===== src/sv/efl_pkg.sv =====
// ----------------------------------------------------------------------------
// efl_pkg
// Shared types, codes and constants of the exact-fit free list.
// ----------------------------------------------------------------------------
package efl_pkg;

    localparam int DEF_MAX_FREE_NODES = 16;

    localparam int HANDLE_W  = 16;
    localparam int SIZE_W    = 24;
    localparam int BYTE_W    = 8;
    localparam int ALIGN_W   = 4;
    localparam int STATUS_W  = 2;
    localparam int CFG_IDX_W = 2;
    localparam int CFG_W     = 8;
    localparam int MASK_W    = 16;
    localparam int SUM_W     = SIZE_W + 2;
    localparam int WANT_W    = SIZE_W + 3;

    localparam logic [BYTE_W-1:0]  HEADER_RST   = 8'd16;
    localparam logic [BYTE_W-1:0]  DEADZONE_RST = 8'd0;
    localparam logic [ALIGN_W-1:0] ALIGN_RST    = 4'd4;

    typedef enum logic [CFG_IDX_W-1:0] {
        CFG_HEADER   = 2'd0,
        CFG_DEADZONE = 2'd1,
        CFG_ALIGN    = 2'd2
    } cfg_idx_t;

    typedef enum logic {
        REQ_FREE  = 1'b0,
        REQ_ALLOC = 1'b1
    } req_t;

    typedef enum logic [STATUS_W-1:0] {
        STAT_FREED = 2'd0,
        STAT_HIT   = 2'd1,
        STAT_MISS  = 2'd2,
        STAT_FULL  = 2'd3
    } status_t;

    typedef enum logic [2:0] {
        ST_IDLE,
        ST_PAD,
        ST_SCAN,
        ST_SHIFT,
        ST_DONE
    } state_t;

    typedef struct packed {
        logic [HANDLE_W-1:0] handle;
        logic [SIZE_W-1:0]   size;
    } entry_t;

endpackage


===== src/sv/efl_store.sv =====
// ----------------------------------------------------------------------------
// efl_store
// Chunk storage: one write port, one read port with registered read data.
// ----------------------------------------------------------------------------
module efl_store #(
    parameter int DEPTH = efl_pkg::DEF_MAX_FREE_NODES,
    parameter int AW    = $clog2(DEPTH)
) (
    input  logic            clk,
    input  logic            we,
    input  logic [AW-1:0]   waddr,
    input  efl_pkg::entry_t wdata,
    input  logic [AW-1:0]   raddr,
    output efl_pkg::entry_t rdata
);
    import efl_pkg::*;

    entry_t mem [DEPTH];
    entry_t rdata_reg;

    always_ff @(posedge clk)
    begin
        if (we)
        begin
            mem[waddr] <= wdata;
        end
    end

    always_ff @(posedge clk)
    begin
        rdata_reg <= mem[raddr];
    end

    assign rdata = rdata_reg;

endmodule


===== src/sv/exact_fit_free_list.sv =====
// ----------------------------------------------------------------------------
// exact_fit_free_list
// Ordered free list of chunks; free appends at the tail, allocate removes the
// oldest chunk whose size equals the padded and aligned request size.
//
//   channel | direction | handshake          | beat
//   in      | input     | in_valid/in_stall  | req_type, node_handle,
//           |           |                    | node_chunk_size, request_size
//   out     | output    | out_valid/out_stall| status, granted_handle,
//           |           |                    | free_entries
//   cfg     | input     | cfg_we             | cfg_index, cfg_data
//
// Free writes the new entry at the tail when there is room. Allocate reads one
// entry per cycle through the single read port and compare of the store, and
// on a hit moves each later entry down one place.
// One item at a time; in_stall stays high until the result is loaded into
// the output register, which holds while out_stall is high.
// Reset empties the list and restores the register defaults; no clear pass.
// ----------------------------------------------------------------------------
module exact_fit_free_list #(
    parameter int MAX_FREE_NODES = efl_pkg::DEF_MAX_FREE_NODES,
    parameter int CW             = $clog2(MAX_FREE_NODES + 1)
) (
    input  logic                           clk,
    input  logic                           rst_n,
    input  logic                           cfg_we,
    input  logic [efl_pkg::CFG_IDX_W-1:0]  cfg_index,
    input  logic [efl_pkg::CFG_W-1:0]      cfg_data,
    input  logic                           in_valid,
    output logic                           in_stall,
    input  logic                           req_type,
    input  logic [efl_pkg::HANDLE_W-1:0]   node_handle,
    input  logic [efl_pkg::SIZE_W-1:0]     node_chunk_size,
    input  logic [efl_pkg::SIZE_W-1:0]     request_size,
    output logic                           out_valid,
    input  logic                           out_stall,
    output logic [efl_pkg::STATUS_W-1:0]   status,
    output logic [efl_pkg::HANDLE_W-1:0]   granted_handle,
    output logic [CW-1:0]                  free_entries
);
    import efl_pkg::*;

    localparam int AW = $clog2(MAX_FREE_NODES);
    localparam logic [CW-1:0] MAX_CNT = CW'(MAX_FREE_NODES);

    state_t state_reg, state_next;

    logic [BYTE_W-1:0]   header_reg;
    logic [BYTE_W-1:0]   deadzone_reg;
    logic [ALIGN_W-1:0]  align_reg;

    logic [CW-1:0]       count_reg, count_next;
    logic [CW-1:0]       ptr_reg, ptr_next;
    logic [SUM_W-1:0]    sum_reg, sum_next;
    logic [WANT_W-1:0]   want_reg, want_next;
    status_t             res_status_reg, res_status_next;
    logic [HANDLE_W-1:0] res_handle_reg, res_handle_next;

    logic                out_valid_reg, out_valid_next;
    status_t             out_status_reg;
    logic [HANDLE_W-1:0] out_handle_reg;
    logic [CW-1:0]       out_count_reg;

    logic                in_accept;
    logic                out_load;
    logic [CW-1:0]       ptr_inc;
    logic                match;
    logic                last;
    logic [MASK_W-1:0]   mask;

    logic                st_we;
    logic [AW-1:0]       st_waddr;
    entry_t              st_wdata;
    logic [AW-1:0]       st_raddr;
    entry_t              st_rdata;

    efl_store #(
        .DEPTH (MAX_FREE_NODES),
        .AW    (AW)
    ) u_store (
        .clk   (clk),
        .we    (st_we),
        .waddr (st_waddr),
        .wdata (st_wdata),
        .raddr (st_raddr),
        .rdata (st_rdata)
    );

    assign in_stall  = (state_reg != ST_IDLE);
    assign in_accept = in_valid && !in_stall;
    assign out_load  = (state_reg == ST_DONE) && (!out_valid_reg || !out_stall);
    assign ptr_inc   = ptr_reg + 1'b1;
    assign match     = ({3'b000, st_rdata.size} == want_reg);
    assign last      = (ptr_inc == count_reg);
    assign mask      = (MASK_W'(1) << align_reg) - 1'b1;

    always_comb
    begin
        state_next = state_reg;
        unique case (state_reg)
            ST_IDLE:
            begin
                if (in_accept)
                begin
                    state_next = (req_t'(req_type) == REQ_ALLOC) ? ST_PAD : ST_DONE;
                end
            end
            ST_PAD:
            begin
                state_next = (count_reg == '0) ? ST_DONE : ST_SCAN;
            end
            ST_SCAN:
            begin
                if (match)
                begin
                    state_next = ST_SHIFT;
                end
                else if (last)
                begin
                    state_next = ST_DONE;
                end
            end
            ST_SHIFT:
            begin
                if (ptr_reg >= count_reg)
                begin
                    state_next = ST_DONE;
                end
            end
            ST_DONE:
            begin
                if (out_load)
                begin
                    state_next = ST_IDLE;
                end
            end
            default:
            begin
                state_next = ST_IDLE;
            end
        endcase
    end

    always_comb
    begin
        count_next      = count_reg;
        ptr_next        = ptr_reg;
        sum_next        = sum_reg;
        want_next       = want_reg;
        res_status_next = res_status_reg;
        res_handle_next = res_handle_reg;
        out_valid_next  = out_valid_reg;
        st_we           = 1'b0;
        st_waddr        = count_reg[AW-1:0];
        st_wdata        = '{handle: node_handle, size: node_chunk_size};
        st_raddr        = ptr_inc[AW-1:0];

        if (out_valid_reg && !out_stall)
        begin
            out_valid_next = 1'b0;
        end

        unique case (state_reg)
            ST_IDLE:
            begin
                sum_next = {2'b00, request_size} + SUM_W'(header_reg)
                         + SUM_W'(deadzone_reg);
                res_handle_next = '0;
                if (in_accept && req_t'(req_type) == REQ_FREE)
                begin
                    if (count_reg < MAX_CNT)
                    begin
                        st_we           = 1'b1;
                        count_next      = count_reg + 1'b1;
                        res_status_next = STAT_FREED;
                    end
                    else
                    begin
                        res_status_next = STAT_FULL;
                    end
                end
            end
            ST_PAD:
            begin
                want_next       = ({1'b0, sum_reg} + WANT_W'(mask)) & ~WANT_W'(mask);
                ptr_next        = '0;
                st_raddr        = '0;
                res_status_next = STAT_MISS;
            end
            ST_SCAN:
            begin
                ptr_next = ptr_inc;
                if (match)
                begin
                    res_status_next = STAT_HIT;
                    res_handle_next = st_rdata.handle;
                end
            end
            ST_SHIFT:
            begin
                if (ptr_reg < count_reg)
                begin
                    st_we    = 1'b1;
                    st_waddr = AW'(ptr_reg - 1'b1);
                    st_wdata = st_rdata;
                    ptr_next = ptr_inc;
                end
                else
                begin
                    count_next = count_reg - 1'b1;
                end
            end
            ST_DONE:
            begin
                if (out_load)
                begin
                    out_valid_next = 1'b1;
                end
            end
            default:
            begin
                out_valid_next = out_valid_reg;
            end
        endcase
    end

    always_ff @(posedge clk or negedge rst_n)
    begin
        if (!rst_n)
        begin
            state_reg     <= ST_IDLE;
            count_reg     <= '0;
            out_valid_reg <= 1'b0;
            header_reg    <= HEADER_RST;
            deadzone_reg  <= DEADZONE_RST;
            align_reg     <= ALIGN_RST;
        end
        else
        begin
            state_reg     <= state_next;
            count_reg     <= count_next;
            out_valid_reg <= out_valid_next;
            if (cfg_we)
            begin
                unique case (cfg_idx_t'(cfg_index))
                    CFG_HEADER:   header_reg   <= cfg_data;
                    CFG_DEADZONE: deadzone_reg <= cfg_data;
                    CFG_ALIGN:    align_reg    <= cfg_data[ALIGN_W-1:0];
                    default:      align_reg    <= align_reg;
                endcase
            end
        end
    end

    always_ff @(posedge clk)
    begin
        ptr_reg        <= ptr_next;
        sum_reg        <= sum_next;
        want_reg       <= want_next;
        res_status_reg <= res_status_next;
        res_handle_reg <= res_handle_next;
        if (out_load)
        begin
            out_status_reg <= res_status_reg;
            out_handle_reg <= res_handle_reg;
            out_count_reg  <= count_reg;
        end
    end

    assign out_valid      = out_valid_reg;
    assign status         = out_status_reg;
    assign granted_handle = out_handle_reg;
    assign free_entries   = out_count_reg;

    a_count_bound: assert property (@(posedge clk) disable iff (!rst_n)
        count_reg <= MAX_CNT)
        else $error("free list count above capacity");

    a_full_drop: assert property (@(posedge clk) disable iff (!rst_n)
        (out_load && res_status_reg == STAT_FULL) |-> (count_reg == MAX_CNT))
        else $error("full drop reported on a list with room");

    a_shift_ptr: assert property (@(posedge clk) disable iff (!rst_n)
        (state_reg == ST_SHIFT) |-> (ptr_reg != '0 && count_reg != '0
                                     && res_status_reg == STAT_HIT))
        else $error("compaction without a hit");

    a_scan_range: assert property (@(posedge clk) disable iff (!rst_n)
        (state_reg == ST_SCAN) |-> (ptr_reg < count_reg))
        else $error("scan beyond list tail");

endmodule


===== config.mk =====
export PLATFORM = sky130hd
export DESIGN_NAME = exact_fit_free_list
export DESIGN_NICKNAME = d
export VERILOG_FILES = /design/src/sv/efl_pkg.sv /design/src/sv/efl_store.sv /design/src/sv/exact_fit_free_list.sv
export SDC_FILE = /design/constraint.sdc
export NUM_CORES = 1
export LEC_CHECK = 0
export BUFFER_PORTS_ARGS = -buffer_cell sky130_fd_sc_hd__buf_2
export CAP_MARGIN = 0
export CORE_MARGIN = 2
export CORE_UTILIZATION = 50
export DETAILED_ROUTE_END_ITERATION = 8
export GPL_TIMING_DRIVEN = 0
export PLACE_DENSITY_LB_ADDON = 0.15
export RECOVER_POWER = 50
export SLEW_MARGIN = 20
export SYNTH_ARGS = -nofsm -noshare
export SYNTH_HDL_FRONTEND = slang
export SYNTH_HIERARCHICAL = 1
export SYNTH_SLANG_ARGS = --single-unit

===== constraint.sdc =====
create_clock -name clk -period 7 [get_ports clk]
set_clock_uncertainty 0.05 [all_clocks]
set_input_delay 0.35 -clock clk [delete_from_list [all_inputs] [get_ports clk]]
set_output_delay 0.35 -clock clk [all_outputs]
set_load 0.02 [all_outputs]

==> Word-level counts from Yosys, hierarchy flattened <==
Memory sizes are Yosys's and may differ from the RTL's. A register that Yosys moved wholly into a read port is not among the register bits.
Index checks and enable logic that the tools add are counted.
{ "classes": {"reduce_logical": 26, "n_bitwise": 3, "n_addsub": 8, "mux": 34, "eq_ne": 17, "n_lt_le_gt_ge": 3, "shift": 1} }
{ "ops": {"columns": ["operator", "count"], "rows": [
  ["$mux W40", 2],
  ["$pmux W16 S2", 1],
  ["$add A26 B16 Y27", 1],
  ["$and A27 B27 Y27", 1],
  ["$eq A24 B27 Y1", 1],
  ["$not A16 Y27", 1],
  ["$add A25 B8 Y26", 1],
  ["$add A24 B8 Y25", 1],
  ["$mux W3", 7],
  ["$mux W5", 4],
  ["$mux W16", 1],
  ["$ne A2 B2 Y1 const B", 8],
  ["$shl A1 B4 Y16 const A", 1],
  ["$sub A16 B1 Y16 const B", 1],
  ["$pmux W3 S5", 1],
  ["$pmux W5 S3", 1],
  ["$mux W4", 3],
  ["$add A5 B1 Y5 const B", 2],
  ["$pmux W5 S2", 1],
  ["$reduce_and A2 Y1", 5],
  ["$reduce_bool A3 Y1", 3],
  ["$reduce_and A4 Y1", 2],
  ["$mux W1", 7],
  ["$eq A3 B2 Y1 const B", 2],
  ["other kinds (24)", 34]
]} }
{ "word_totals": {"out_inout_bits": 25, "elab_cells": 107, "n_memories": 1, "ram_bits": 640, "in_bits": 80, "regBits": 128} }
{ "mem_list": {"columns": ["memory", "words", "word_bits", "rd", "rd_clocked_by_memory_dff", "wr", "line", "rtl"], "rows": [
  ["u_store.mem", 16, 40, 1, 1, 1, "efl_store.sv:18", "entry_t mem [DEPTH];"]
]} }

==> Longest topological paths before layout <==
Gate-level depths: netlist of run 1.
{ "depth": {"depth_word": 8, "ltp_mapped": 17, "mapped_depth_nobuf": 14} }

==> By module <==
The synthesis of run 1 kept the hierarchy.
{ "by_module_without_submodules": {"columns": ["module", "cells_each", "instances", "seq_area_each_um2", "area_each_um2"], "rows": [
  ["efl_store", 1040, 1, 20019.2, 25131.6],
  ["exact_fit_free_list", 643, 1, 3641.0, 7521.0]
]} }

==> Worst setup path after synthesis of run 1 <==
No wires, ideal clock.
{ "synth_path": {"path_kind": "register -> register", "from": "reg count_reg[1]", "to": "mem u_store/mem[0][0] (netlist name), enable pin", "path_stages_with_launch": 11, "arrival_time_ns": 4.986, "setup_ns": 0.487, "synth_period_minus_slack_ns": 5.522, "setup_slack_ns": 1.478, "cell_sequence": "dfrtp_1 -> inv_1 -> ha_1 -> nor2b_1 -> o21ai_0 -> nand4_1 -> clkbuf_1 -> nor2_1 -> a21oi_1 -> or3b_2 -> nor3_1"} }
{ "synth_lines": {"columns": ["element", "line", "rtl"], "rows": [
  ["start, declared", "exact_fit_free_list.sv:52", "logic [CW-1:0] count_reg, count_next;"],
  ["start signal, assigned", "exact_fit_free_list.sv:241", "count_reg <= count_next;"],
  ["$lt A5 B5 Y1", "exact_fit_free_list.sv:201", "if (ptr_reg < count_reg)"],
  ["$mux W4", "exact_fit_free_list.sv:201", null],
  ["$mux W4", "exact_fit_free_list.sv:163", "unique case (state_reg)"],
  ["named net st_waddr[2]", "exact_fit_free_list.sv:72", "logic [AW-1:0] st_waddr;"],
  ["end, declared", "efl_store.sv:18", null]
]} }
The timed path passes the listed nets, and every way through them passes these cells.

==> Worst setup path in the final report of run 1 <==
{ "layout_path": {"from": "reg count_reg[4]", "to": "mem u_store/mem[11][24] (netlist name), enable pin"} }
Same word-level chain as after synthesis.

==> results of run 1 <==
## placed cells by master (no fill, tap or decap), types with 21 or more instances in the layout
| cell type | n |
|---|---|
| sky130_fd_sc_hd__clkbuf_1 | 108 |
| sky130_fd_sc_hd__nor2_1 | 44 |
| sky130_fd_sc_hd__inv_1 | 29 |
| sky130_fd_sc_hd__nand2_1 | 72 |
| sky130_fd_sc_hd__dfxtp_1 | 40 |
| sky130_fd_sc_hd__mux2_2 | 21 |
| sky130_fd_sc_hd__buf_2 | 88 |
| sky130_fd_sc_hd__a22oi_1 | 80 |
| sky130_fd_sc_hd__edfxtp_1 | 737 |
| sky130_fd_sc_hd__a21oi_1 | 33 |
| sky130_fd_sc_hd__buf_4 | 21 |
| sky130_fd_sc_hd__o21ai_0 | 23 |
| sky130_fd_sc_hd__dlygate4sd3_1 | 23 |
| sky130_fd_sc_hd__xnor2_1 | 54 |
| sky130_fd_sc_hd__dfrtp_1 | 27 |
| sky130_fd_sc_hd__buf_12 | 22 |
| sky130_fd_sc_hd__mux4_1 | 60 |
| sky130_fd_sc_hd__mux2_1 | 38 |
| sky130_fd_sc_hd__ha_1 | 35 |
| sky130_fd_sc_hd__xor2_1 | 28 |
| sky130_fd_sc_hd__mux4_2 | 100 |
| sky130_fd_sc_hd__clkbuf_16 | 88 |
## area by class of cell
cell class                 count  area share (%)
buffer                        71           1.227
clock buffer                 128           6.401
clock inverter                31          0.8559
inverter                      29          0.2853
multi-input combinational    777           22.27
sequential                   806           62.01
tap                          855           2.804
timing repair buffer         184           4.142
## cell usage after synthesis, types with 13 or more instances
cell / instances / share of area, %
sky130_fd_sc_hd__xnor2_1: 54 / 1.4
sky130_fd_sc_hd__inv_1: 29 / 0.33
sky130_fd_sc_hd__a21oi_1: 33 / 0.51
sky130_fd_sc_hd__dfxtp_1: 40 / 2.5
sky130_fd_sc_hd__nand2_1: 73 / 0.84
sky130_fd_sc_hd__mux2_2: 59 / 2.0
sky130_fd_sc_hd__nor3_1: 14 / 0.21
sky130_fd_sc_hd__xor2_1: 27 / 0.72
sky130_fd_sc_hd__dfrtp_1: 27 / 2.1
sky130_fd_sc_hd__o21ai_0: 23 / 0.35
sky130_fd_sc_hd__nand4_1: 16 / 0.31
sky130_fd_sc_hd__ha_1: 35 / 1.3
sky130_fd_sc_hd__nand3_1: 13 / 0.20
sky130_fd_sc_hd__buf_2: 17 / 0.26
sky130_fd_sc_hd__clkbuf_1: 41 / 0.47
sky130_fd_sc_hd__and2_1: 22 / 0.42
sky130_fd_sc_hd__mux4_1: 60 / 4.8
sky130_fd_sc_hd__nor2_1: 56 / 0.64
sky130_fd_sc_hd__edfxtp_1: 737 / 68
sky130_fd_sc_hd__mux4_2: 100 / 6.9
sky130_fd_sc_hd__a22oi_1: 80 / 1.8
## cell families after synthesis
kind of cell | synth area share [%]
flops | 72.46
fa+ha+maj | 2.016
xor+xnor | 2.222
other cells | 0.01148
buf+inv | 1.786
compound gates | 3.962
mux | 13.76
simple gates | 3.782
## through the flow
stage	instance area [µm²]	setup WS, ps	std cells
3_3_place_gp	34240	-2905	2641
3_5_place_dp	35270	2103	2699
5_1_grt	38150	1797	2881
4_1_cts	38270	2092	2881
2_1_floorplan	32650	1478	1683
6_report	38150	2073	2881
## power breakdown
part           internal, mW  switching (mW)
logic                  1.95            2.70
registers              5.87           0.270
clock network          2.64            1.80
## layer usage
| metal | track usage (%) | routed length [µm] | up-vias |
|---|---|---|---|
| li1 | - | - | 7397 |
| met4 | 8.413 | 2454 | 6 |
| met1 | 29.80 | 31130 | 8766 |
| met5 | 0 | 37 | - |
| met2 | 39.01 | 37750 | 569 |
| met3 | 3.984 | 4377 | 142 |
## worst max-delay path, cell delays in order, from the launching register on
cell and delay, ps:
sky130_fd_sc_hd__dfrtp_1 520, sky130_fd_sc_hd__inv_1 170, sky130_fd_sc_hd__ha_1 360, sky130_fd_sc_hd__and3_1 220
sky130_fd_sc_hd__o21ai_0 110, sky130_fd_sc_hd__nand4_1 360, sky130_fd_sc_hd__clkbuf_1 390, sky130_fd_sc_hd__o21ai_0 880
sky130_fd_sc_hd__nand2_1 480, sky130_fd_sc_hd__nor2_4 750, sky130_fd_sc_hd__buf_12 290
## worst max path at each step
| stage | from | end | slack (ps) | cells past startpoint |
|---|---|---|---|---|
| 6_report | count_reg[4]$_DFFE_PN0P_ | u_store/mem[11][24]$_DFFE_PP_ | 2070 | 10 |
| 4_1_cts | count_reg[4]$_DFFE_PN0P_ | u_store/mem[9][24]$_DFFE_PP_ | 2090 | 11 |
| 3_3_place_gp | count_reg[4]$_DFFE_PN0P_ | u_store/mem[12][10]$_DFFE_PP_ | -2900 | 10 |
| 5_1_grt | count_reg[4]$_DFFE_PN0P_ | u_store/mem[11][24]$_DFFE_PP_ | 1800 | 10 |
| 2_1_floorplan | count_reg[1]$_DFFE_PN0P_ | u_store/mem[0][0]$_DFFE_PP_ | 1480 | 10 |
| 3_5_place_dp | count_reg[4]$_DFFE_PN0P_ | u_store/mem[9][24]$_DFFE_PP_ | 2100 | 11 |
## what timing repair did
item                                    CTS  global route
hold buffers                             23             0
buffers inserted                          0             0
endpoints found under the setup margin    0             0
hold endpoints to repair                 61             0
==> PnR_summary.wiki, run 1 <==
{| class="wikitable"
! Metric !! Value
|-
| Critical register-to-register path startpoint || count_reg[4]$_DFFE_PN0P_
|-
| Detailed-route via count || 16880
|-
| Final Hold Violating Endpoints || 0
|-
| Count of warnings emitted by yosys || 6
|-
| Sum of net half-perimeters after detailed placement || 48690 µm
|-
| Fraction of final layout cells sized beyond drive strength 1 || 20.93%
|-
| Data arrival time of the critical path || 5190 ps
|-
| Result of the run || finished with violations
|-
| Quantity of I/O buffers inserted on ports || 103
|-
| Number of antenna violations at the first check in global routing || 3
|-
| Largest fanout on the critical path || 16
|-
| Share of the clock period used by the worst path || 70.39%
|-
| Maximum number of buffers from clock root to sink || 3
|-
| Area delta synth->final || 16.84%
|-
| Final antenna-violating net count || 0
|-
| Die ar. || 67370 µm²
|-
| Area used by sequential logic in the layout || 23660 µm²
|-
| Count of mapped cells out of synthesis || 1683
|-
| CTS Buf Count || 85
|-
| Via count of the first global-routing pass || 17270
|-
| R2R cell count || 10
|-
| Worst relative slew slack || -19.32%
|-
| Proportion of synthesized chip area in sequential cells || 72.46%
|-
| Register bit total from synthesis || 806
|-
| Remaining design rule violation count || 0
|-
| Die W || 259.6 µm
|-
| WL final || 75750 µm
|-
| Wire length of the first global-routing pass || 111000 µm
|-
| Leakage dissipation || 12.96 nW
|-
| Overall global routing resource usage || 22.94%
|-
| Internal reg-to-reg setup slack || 2070 ps
|-
| Ant. Diodes || 0
|-
| Power density over the cells || 398.9 nW/µm²
|-
| Total number of clock tree sinks || 806
|-
| Multi-input logic area || 8497 µm²
|-
| Post-layout util || 59.18%
|-
| Clock root buffer master || sky130_fd_sc_hd__clkbuf_16
|-
| Core Region || 64460 µm²
|-
| Clock Latency Late Sink || 630 ps
|-
| Setup repair after global routing missed its margin || no
|-
| Number of distinct library cells after synthesis || 70
|-
| Number of design-rule violations left by the first detailed-router iteration || 1429
|-
| Synth Flop Type || sky130_fd_sc_hd__edfxtp_1
|-
| Weighted congestion reported at the end of routability-driven placement || 0.8807
|-
| Number of fillers in the final layout || 4747
|-
| Sum of negative setup slack || 0 ps
|-
| Sort of element at the start of the critical path || flip-flop
|-
| Number of levels the H-tree was split into || 3
|-
| HP Class || input port to flip-flop
|-
| Routed length per placed instance || 26.29 µm
|-
| Max cap viols || 2
|-
| Net Count, Synth || 1809
|-
| Hold worst-path end || sum_reg[10]$_DFFE_PP_
|-
| IR Drop Worst-Case VDD || 0.2420 mV
|-
| Category of the worst setup path capture point || flip-flop
|-
| Number of stages on the worst hold path || 2
|-
| Required time at the worst-slack endpoint || 7260 ps
|-
| Net count of the finished layout || 2080
|-
| Final critical path time including I/O delays and setup || 4927 ps
|-
| Category of the critical setup timing path || flip-flop to flip-flop
|-
| Final global-route overflow total || 0
|-
| Ys async rst share || 3.598%
|-
| Final setup viols || 0
|-
| Clock transition time at the flip-flop clock pins of the worst setup and hold paths || 60 ps
|-
| Endpoint of the worst register-to-register path || u_store/mem[11][24]$_DFFE_PP_
|-
| Post-detailed-route via-to-cell ratio || 5.859
|-
| Std-Cell Rows || 93
|-
| Violated checks || capacitance limit, slew limit
|-
| Floorplan die height || 259.6 µm
|-
| Average cell area after synthesis || 19.40 µm²
|-
| Max-slew violation count || 30
|-
| Number of ports placed on the die boundary || 105
|-
| Post-synth EDFFs || 737
|-
| Flip-flop count of the largest register, all copies and words added || 640
|-
| Post-CTS resize count || 0
|-
| Clock tree from TritonCTS || done
|-
| Maximum number of pins on one net before global-route repair || 30
|-
| Pin slew with the least headroom to its limit || 1790 ps
|-
| Overall power || 15.22 mW
|-
| Effective utilization at floorplan || 50.65%
|-
| Worst hold slack || 35.03 ps
|-
| Mapped Area || 32650 µm²
|-
| Number of iterations in the first detailed-routing pass || 5
|-
| HP Start || request_size[10]
|-
| FMAX || 203.0 MHz
|}
(Power assumes the default switching activity.)
==> run 2, diff against run 1 <==
Clock period 7 ns to 4.8 ns, I/O delays scaled along.
==> run 2 against run 1 <==
  * Design area up 0.90%
  * Maximum frequency up 7.5%
  * Clock power up 44%
  * Die area unchanged
  * Total power up 46%
  * The run still ends with capacitance limit, slew limit left
  * Flip-flop and latch count unchanged
  * Routed wire length down 0.35%
  * Via count up 0.10%
  * First-iteration DRC count up 0.56%
  * Count of clock-buffer cells in the layout down 14
  * Core utilization up 0.53 points
==> PnR_summary.wiki, run 2 (synthesized netlist as in run 1, its figures left out) <==
{| class="wikitable"
! Metric !! Value
|-
| R2R cell count || 10
|-
| Power density over the cells || 575.4 nW/µm²
|-
| Via count of the first global-routing pass || 17320
|-
| Final setup viols || 0
|-
| Wire length of the first global-routing pass || 110400 µm
|-
| Quantity of I/O buffers inserted on ports || 103
|-
| WL final || 75480 µm
|-
| CTS Buf Count || 83
|-
| Fraction of final layout cells sized beyond drive strength 1 || 20.78%
|-
| Violated checks || capacitance limit, slew limit
|-
| Result of the run || finished with violations
|-
| Category of the critical setup timing path || flip-flop to flip-flop
|-
| Number of antenna violations at the first check in global routing || 2
|-
| Critical register-to-register path startpoint || count_reg[1]$_DFFE_PN0P_
|-
| End point of the critical path || u_store/mem[3][0]$_DFFE_PP_
|-
| Flip-flop count of the largest register, all copies and words added || 640
|-
| Area used by sequential logic in the layout || 23660 µm²
|-
| Number of levels the H-tree was split into || 3
|-
| Clock root buffer master || sky130_fd_sc_hd__clkbuf_16
|-
| Clock transition time at the flip-flop clock pins of the worst setup and hold paths || 60 ps
|-
| Total number of clock tree sinks || 806
|-
| FMAX || 218.1 MHz
|-
| Final global-route overflow total || 0
|-
| Sort of element at the start of the critical path || flip-flop
|-
| Max cap viols || 1
|-
| Number of fillers in the final layout || 4737
|-
| Multi-input logic area || 8534 µm²
|-
| Worst relative slew slack || -29.19%
|-
| Routed length per placed instance || 26.25 µm
|-
| Core Region || 64460 µm²
|-
| Effective utilization at floorplan || 50.65%
|-
| Data arrival time of the critical path || 4850 ps
|-
| HP Class || input port to flip-flop
|-
| Remaining design rule violation count || 0
|-
| Pin slew with the least headroom to its limit || 1938 ps
|-
| Net count of the finished layout || 2084
|-
| Worst setup path start || count_reg[1]$_DFFE_PN0P_
|-
| Number of stages on the worst hold path || 3
|-
| Die ar. || 67370 µm²
|-
| Ant. Diodes || 0
|-
| Final Hold Violating Endpoints || 0
|-
| Final antenna-violating net count || 0
|-
| Maximum number of pins on one net before global-route repair || 30
|-
| Number of iterations in the first detailed-routing pass || 5
|-
| Number of design-rule violations left by the first detailed-router iteration || 1437
|-
| Clock tree from TritonCTS || done
|-
| Leakage dissipation || 13.03 nW
|-
| Setup repair after global routing missed its margin || no
|-
| Largest fanout on the critical path || 15
|-
| Smallest setup slack after layout || 214.7 ps
|-
| Sum of net half-perimeters after detailed placement || 49450 µm
|-
| Clock Latency Late Sink || 630 ps
|-
| Overall global routing resource usage || 22.76%
|-
| Maximum number of buffers from clock root to sink || 3
|-
| Category of the worst setup path capture point || flip-flop
|-
| Number of ports placed on the die boundary || 105
|-
| Std-Cell Rows || 93
|-
| Area delta synth->final || 17.90%
|-
| Placement Setup Slack || -223.2 ps
|-
| Max-slew violation count || 30
|-
| Most common cell after layout, fill and taps aside || sky130_fd_sc_hd__edfxtp_1
|-
| Share of the clock period used by the worst path || 95.53%
|-
| Endpoint of the worst register-to-register path || u_store/mem[3][0]$_DFFE_PP_
|-
| Internal reg-to-reg setup slack || 210 ps
|-
| Post-detailed-route via-to-cell ratio || 5.875
|-
| Overall power || 22.15 mW
|-
| IR Drop Worst-Case VDD || 0.4217 mV
|-
| Weighted congestion reported at the end of routability-driven placement || 0.8338
|-
| Detailed-route via count || 16900
|-
| Die W || 259.6 µm
|-
| Final critical path time including I/O delays and setup || 4585 ps
|-
| Floorplan die height || 259.6 µm
|-
| Required time at the worst-slack endpoint || 5070 ps
|-
| Leading cell types in the layout, fill and taps excluded || sky130_fd_sc_hd__edfxtp_1 (737), sky130_fd_sc_hd__clkbuf_1 (101), sky130_fd_sc_hd__mux4_2 (100)
|}
run 2: cell count changes in the layout (fill, tap and decap cells not counted), moves of 6 or more:
cell	previous run	this run
sky130_fd_sc_hd__buf_12	22	13
sky130_fd_sc_hd__buf_16	14	31
sky130_fd_sc_hd__buf_4	21	1
sky130_fd_sc_hd__buf_6	9	3
sky130_fd_sc_hd__buf_8	0	13
sky130_fd_sc_hd__clkbuf_1	108	101
sky130_fd_sc_hd__dlygate4sd3_1	23	34
run 2: through the flow:
step	std cells	area, µm²	util [%]	hold slack [ps]	TNS, ps
after global placement	2641	34260	53.14	301.6	-1680250
after CTS	2875	38600	59.88	24.00	0
final	2876	38500	59.72	56.13	0
after global routing	2876	38500	59.72	74.14	0
after floorplan	1683	32670	-	-105.6	0
after detailed placement	2693	35550	55.15	312.4	-2324
run 2: worst min path at each step:
stage                         start                     endpoint
detailed placement            rst_n    header_reg[3]$_DFFE_PN0P_
global route        request_size[1]         sum_reg[1]$_DFFE_PP_
floorplan                     rst_n     align_reg[0]$_DFFE_PN0P_
CTS                    cfg_index[1]    header_reg[2]$_DFFE_PN0P_
finish              request_size[1]         sum_reg[1]$_DFFE_PP_
global placement              rst_n  deadzone_reg[7]$_DFFE_PN0P_
run 2: report_power, final:
| part | switching, mW | internal [mW] |
|---|---|---|
| sequential | 0.398 | 8.57 |
| clock | 2.58 | 3.82 |
| combinational | 3.94 | 2.85 |
run 2: layout make-up:
| type | instances | share of cell area (%) |
|---|---|---|
| multi-input combinational | 777 | 22.17 |
| inverter | 29 | 0.2828 |
| clock buffer | 114 | 5.938 |
| tap | 855 | 2.779 |
| buffer | 71 | 1.216 |
| clock inverter | 34 | 1.076 |
| sequential | 806 | 61.46 |
| timing repair buffer | 190 | 5.080 |
run 2: layer usage:
layer	GRT usage, %	up-vias	share of wire (%)
li1	-	7413	-
met2	39.36	560	51
met1	29.94	8809	41
met4	6.801	2	2.2
met3	3.525	113	6.1
met5	0	-	0.017
run 2: repair_timing:
item,CTS,global route
endpoints found under the hold margin,65,0
hold buffers,34,0
pin swaps,0,1
buffers inserted,0,1
cloned,0,0
setup endpoints to repair,97,9
gates resized for setup,2,0
run 2: worst max-delay path, stage by stage, from the launching register on:
cell	delay (ps)
sky130_fd_sc_hd__dfrtp_1	570
sky130_fd_sc_hd__inv_1	160
sky130_fd_sc_hd__ha_1	350
sky130_fd_sc_hd__nor2b_1	130
sky130_fd_sc_hd__o21ai_0	200
sky130_fd_sc_hd__nand4_1	380
sky130_fd_sc_hd__clkbuf_1	410
sky130_fd_sc_hd__o21ai_2	590
sky130_fd_sc_hd__nand2_1	400
sky130_fd_sc_hd__nor2_4	730
sky130_fd_sc_hd__buf_16	260
==> run 3, diff against run 2 <==
Settings changed: GPL_ROUTABILITY_DRIVEN from default to 0, RECOVER_POWER 50 to default, SKIP_CTS_REPAIR_TIMING from default to 1.
==> run 3 against run 2 <==
  * The run ends with hold timing left
  * Largest power group unchanged
  * Highest routed layer unchanged
  * Sequential share of layout area about the same
  * Global-route usage decreased by 0.063 points
  * Cell count fell by 0.31%
  * Clock power hardly changed
  * Register-to-register slack barely moved
  * Critical path type unchanged
==> PnR_summary.wiki, run 3 (synthesized netlist as in run 1, its figures left out) <==
{| class="wikitable"
! Metric !! Value
|-
| Share of the clock period used by the worst path || 95.38%
|-
| Setup repair after global routing missed its margin || no
|-
| Via count of the first global-routing pass || 17170
|-
| Overall power || 22.21 mW
|-
| Effective utilization at floorplan || 50.65%
|-
| Most common cell after layout, fill and taps aside || sky130_fd_sc_hd__edfxtp_1
|-
| Required time at the worst-slack endpoint || 5060 ps
|-
| Final setup viols || 0
|-
| Finished Layout Cells || 2867
|-
| Power density over the cells || 576.5 nW/µm²
|-
| Sort of element at the start of the critical path || flip-flop
|-
| Worst hold slack || -26.00 ps
|-
| Number of levels the H-tree was split into || 3
|-
| Part of the power in the clock network || 28.8%
|-
| Clock root buffer master || sky130_fd_sc_hd__clkbuf_16
|-
| Wire length of the first global-routing pass || 110000 µm
|-
| Max cap viols || 0
|-
| Quantity of I/O buffers inserted on ports || 103
|-
| Sum of negative setup slack || 0 ps
|-
| CTS Buf Count || 83
|-
| Hold worst-path end || header_reg[0]$_DFFE_PN0P_
|-
| Total number of clock tree sinks || 806
|-
| Number of antenna violations at the first check in global routing || 1
|-
| HP Class || input port to flip-flop
|-
| Routed length per placed instance || 26.27 µm
|-
| Max-slew violation count || 0
|-
| Overall global routing resource usage || 22.70%
|-
| Clock Latency Late Sink || 630 ps
|-
| Leakage dissipation || 13.12 nW
|-
| Internal power || 15.29 mW
|-
| WL final || 75300 µm
|-
| Total net switching power || 6.921 mW
|-
| Internal reg-to-reg setup slack || 220 ps
|-
| Final antenna-violating net count || 0
|-
| Std-Cell Rows || 93
|-
| Area delta synth->final || 17.96%
|-
| Post-detailed-route via-to-cell ratio || 5.905
|-
| Number of ports placed on the die boundary || 105
|-
| Cell area after placement || 35550 µm²
|-
| Cell with the most instances on the worst path || sky130_fd_sc_hd__buf_8
|-
| Ant. Diodes || 0
|-
| Core Region || 64460 µm²
|-
| Largest fanout on the critical path || 11
|-
| Category of the critical setup timing path || flip-flop to flip-flop
|-
| Detailed-route via count || 16930
|-
| Worst relative slew slack || 29.27%
|-
| Number of design-rule violations left by the first detailed-router iteration || 1454
|-
| Pin slew with the least headroom to its limit || 1061 ps
|-
| Maximum number of buffers from clock root to sink || 3
|-
| Data arrival time of the critical path || 4840 ps
|-
| Critical-path cell with the highest stage delay || sky130_fd_sc_hd__nor3_4
|-
| Sum of net half-perimeters after detailed placement || 49450 µm
|-
| CP delay by family, top || simple AND/OR/NAND/NOR gates
|-
| Leading cell types in the layout, fill and taps excluded || sky130_fd_sc_hd__edfxtp_1 (737), sky130_fd_sc_hd__buf_2 (120), sky130_fd_sc_hd__mux4_2 (100)
|-
| Die ar. || 67370 µm²
|-
| Flip-flop count of the largest register, all copies and words added || 640
|-
| Category of the worst setup path capture point || flip-flop
|-
| Sequence of cells on the critical path || inv_1 -> ha_1 -> nor2b_1 -> o21ai_0 -> nand4_1 -> clkbuf_1 -> o41ai_1 -> nand3b_1 -> nor3_4 -> buf_8 -> buf_8
|-
| Maximum number of pins on one net before global-route repair || 30
|-
| Critical register-to-register path startpoint || count_reg[1]$_DFFE_PN0P_
|-
| HP Start || cfg_index[0]
|-
| Number of stages on the worst hold path || 3
|-
| Clock tree from TritonCTS || done
|-
| Delay of the slowest cell on the worst path || 660 ps
|-
| Net count of the finished layout || 2075
|-
| Final critical path time including I/O delays and setup || 4578 ps
|-
| Finished Cell Area || 38520 µm²
|-
| Clock transition time at the flip-flop clock pins of the worst setup and hold paths || 60 ps
|-
| Number of iterations in the first detailed-routing pass || 5
|-
| Floorplan die height || 259.6 µm
|-
| CP bufs+invs || 4
|-
| Gate power share || 30.9%
|-
| Final Hold Violating Endpoints || 1
|-
| Remaining design rule violation count || 0
|-
| Fraction of final layout cells sized beyond drive strength 1 || 24.95%
|-
| Endpoint of the worst register-to-register path || u_store/mem[4][11]$_DFFE_PP_
|-
| Proportion of power drawn by flip-flops and latches || 40.3%
|-
| Number of instances in the placed design || 2693
|-
| IR Drop Worst-Case VDD || 0.4190 mV
|-
| Fraction of power spent switching nets || 31.17%
|-
| Result of the run || finished with violations
|-
| R2R cell count || 11
|-
| Die W || 259.6 µm
|-
| Violated checks || hold timing
|-
| Final global-route overflow total || 0
|-
| FMAX || 218.4 MHz
|}
run 3: layer usage:
layer	wire length (µm)	part of all wire, %	track usage [%]	vias up
li1	-	-	-	7401
met1	30940	41	29.90	8875
met2	38470	51	39.11	541
met3	4207	5.6	3.622	111
met4	1681	2.2	6.801	2
met5	13	0.017	0	-
run 3: metrics by stage:
step	setup slack, ps	util (%)
3_3_place_gp	-2815	53.14
4_1_cts	-278.1	59.34
6_report	221.6	59.75
3_5_place_dp	-223.2	55.15
5_1_grt	60.22	59.75
2_1_floorplan	191.7	-
run 3: how the worst max path moves through the flow:
stage	startpoint	to	slack, ps	cells past startpoint
after detailed placement	count_reg[1]$_DFFE_PN0P_	u_store/mem[9][25]$_DFFE_PP_	-220	12
after floorplan	count_reg[1]$_DFFE_PN0P_	u_store/mem[7][0]$_DFFE_PP_	190	9
final	count_reg[1]$_DFFE_PN0P_	u_store/mem[4][11]$_DFFE_PP_	220	11
after global routing	count_reg[1]$_DFFE_PN0P_	u_store/mem[0][21]$_DFFE_PP_	60	13
after global placement	count_reg[1]$_DFFE_PN0P_	u_store/mem[11][25]$_DFFE_PP_	-2820	9
after CTS	count_reg[1]$_DFFE_PN0P_	u_store/mem[9][25]$_DFFE_PP_	-280	12
run 3: final cells by class:
cell class	count	area [µm²]
Fill cell	4712	25950
Sequential cell	806	23660
Tap cell	855	1070
Clock buffer	114	2286
Inverter	29	108.9
Timing Repair Buffer	181	1934
Buffer	71	474.2
Multi-Input combinational cell	777	8571
Clock inverter	34	414.1
run 3: worst register-to-register path, cell delays in order (launching register included):
cell and delay, ps:
sky130_fd_sc_hd__dfrtp_1 570, sky130_fd_sc_hd__inv_1 160, sky130_fd_sc_hd__ha_1 350, sky130_fd_sc_hd__nor2b_1 140, sky130_fd_sc_hd__o21ai_0 200, sky130_fd_sc_hd__nand4_1 370
sky130_fd_sc_hd__clkbuf_1 410, sky130_fd_sc_hd__o41ai_1 290, sky130_fd_sc_hd__nand3b_1 600, sky130_fd_sc_hd__nor3_4 660, sky130_fd_sc_hd__buf_8 260, sky130_fd_sc_hd__buf_8 200
run 3: power groups by stage:
stage,Combinational (mW),Sequential [mW],Clock (mW)
final,6.86,8.96,6.39
after global routing,7.39,9.02,6.77
after CTS,6.91,8.97,6.50
after detailed placement,6.86,9.11,0
after global placement,6.68,9.11,0
after floorplan,4.73,9.01,0
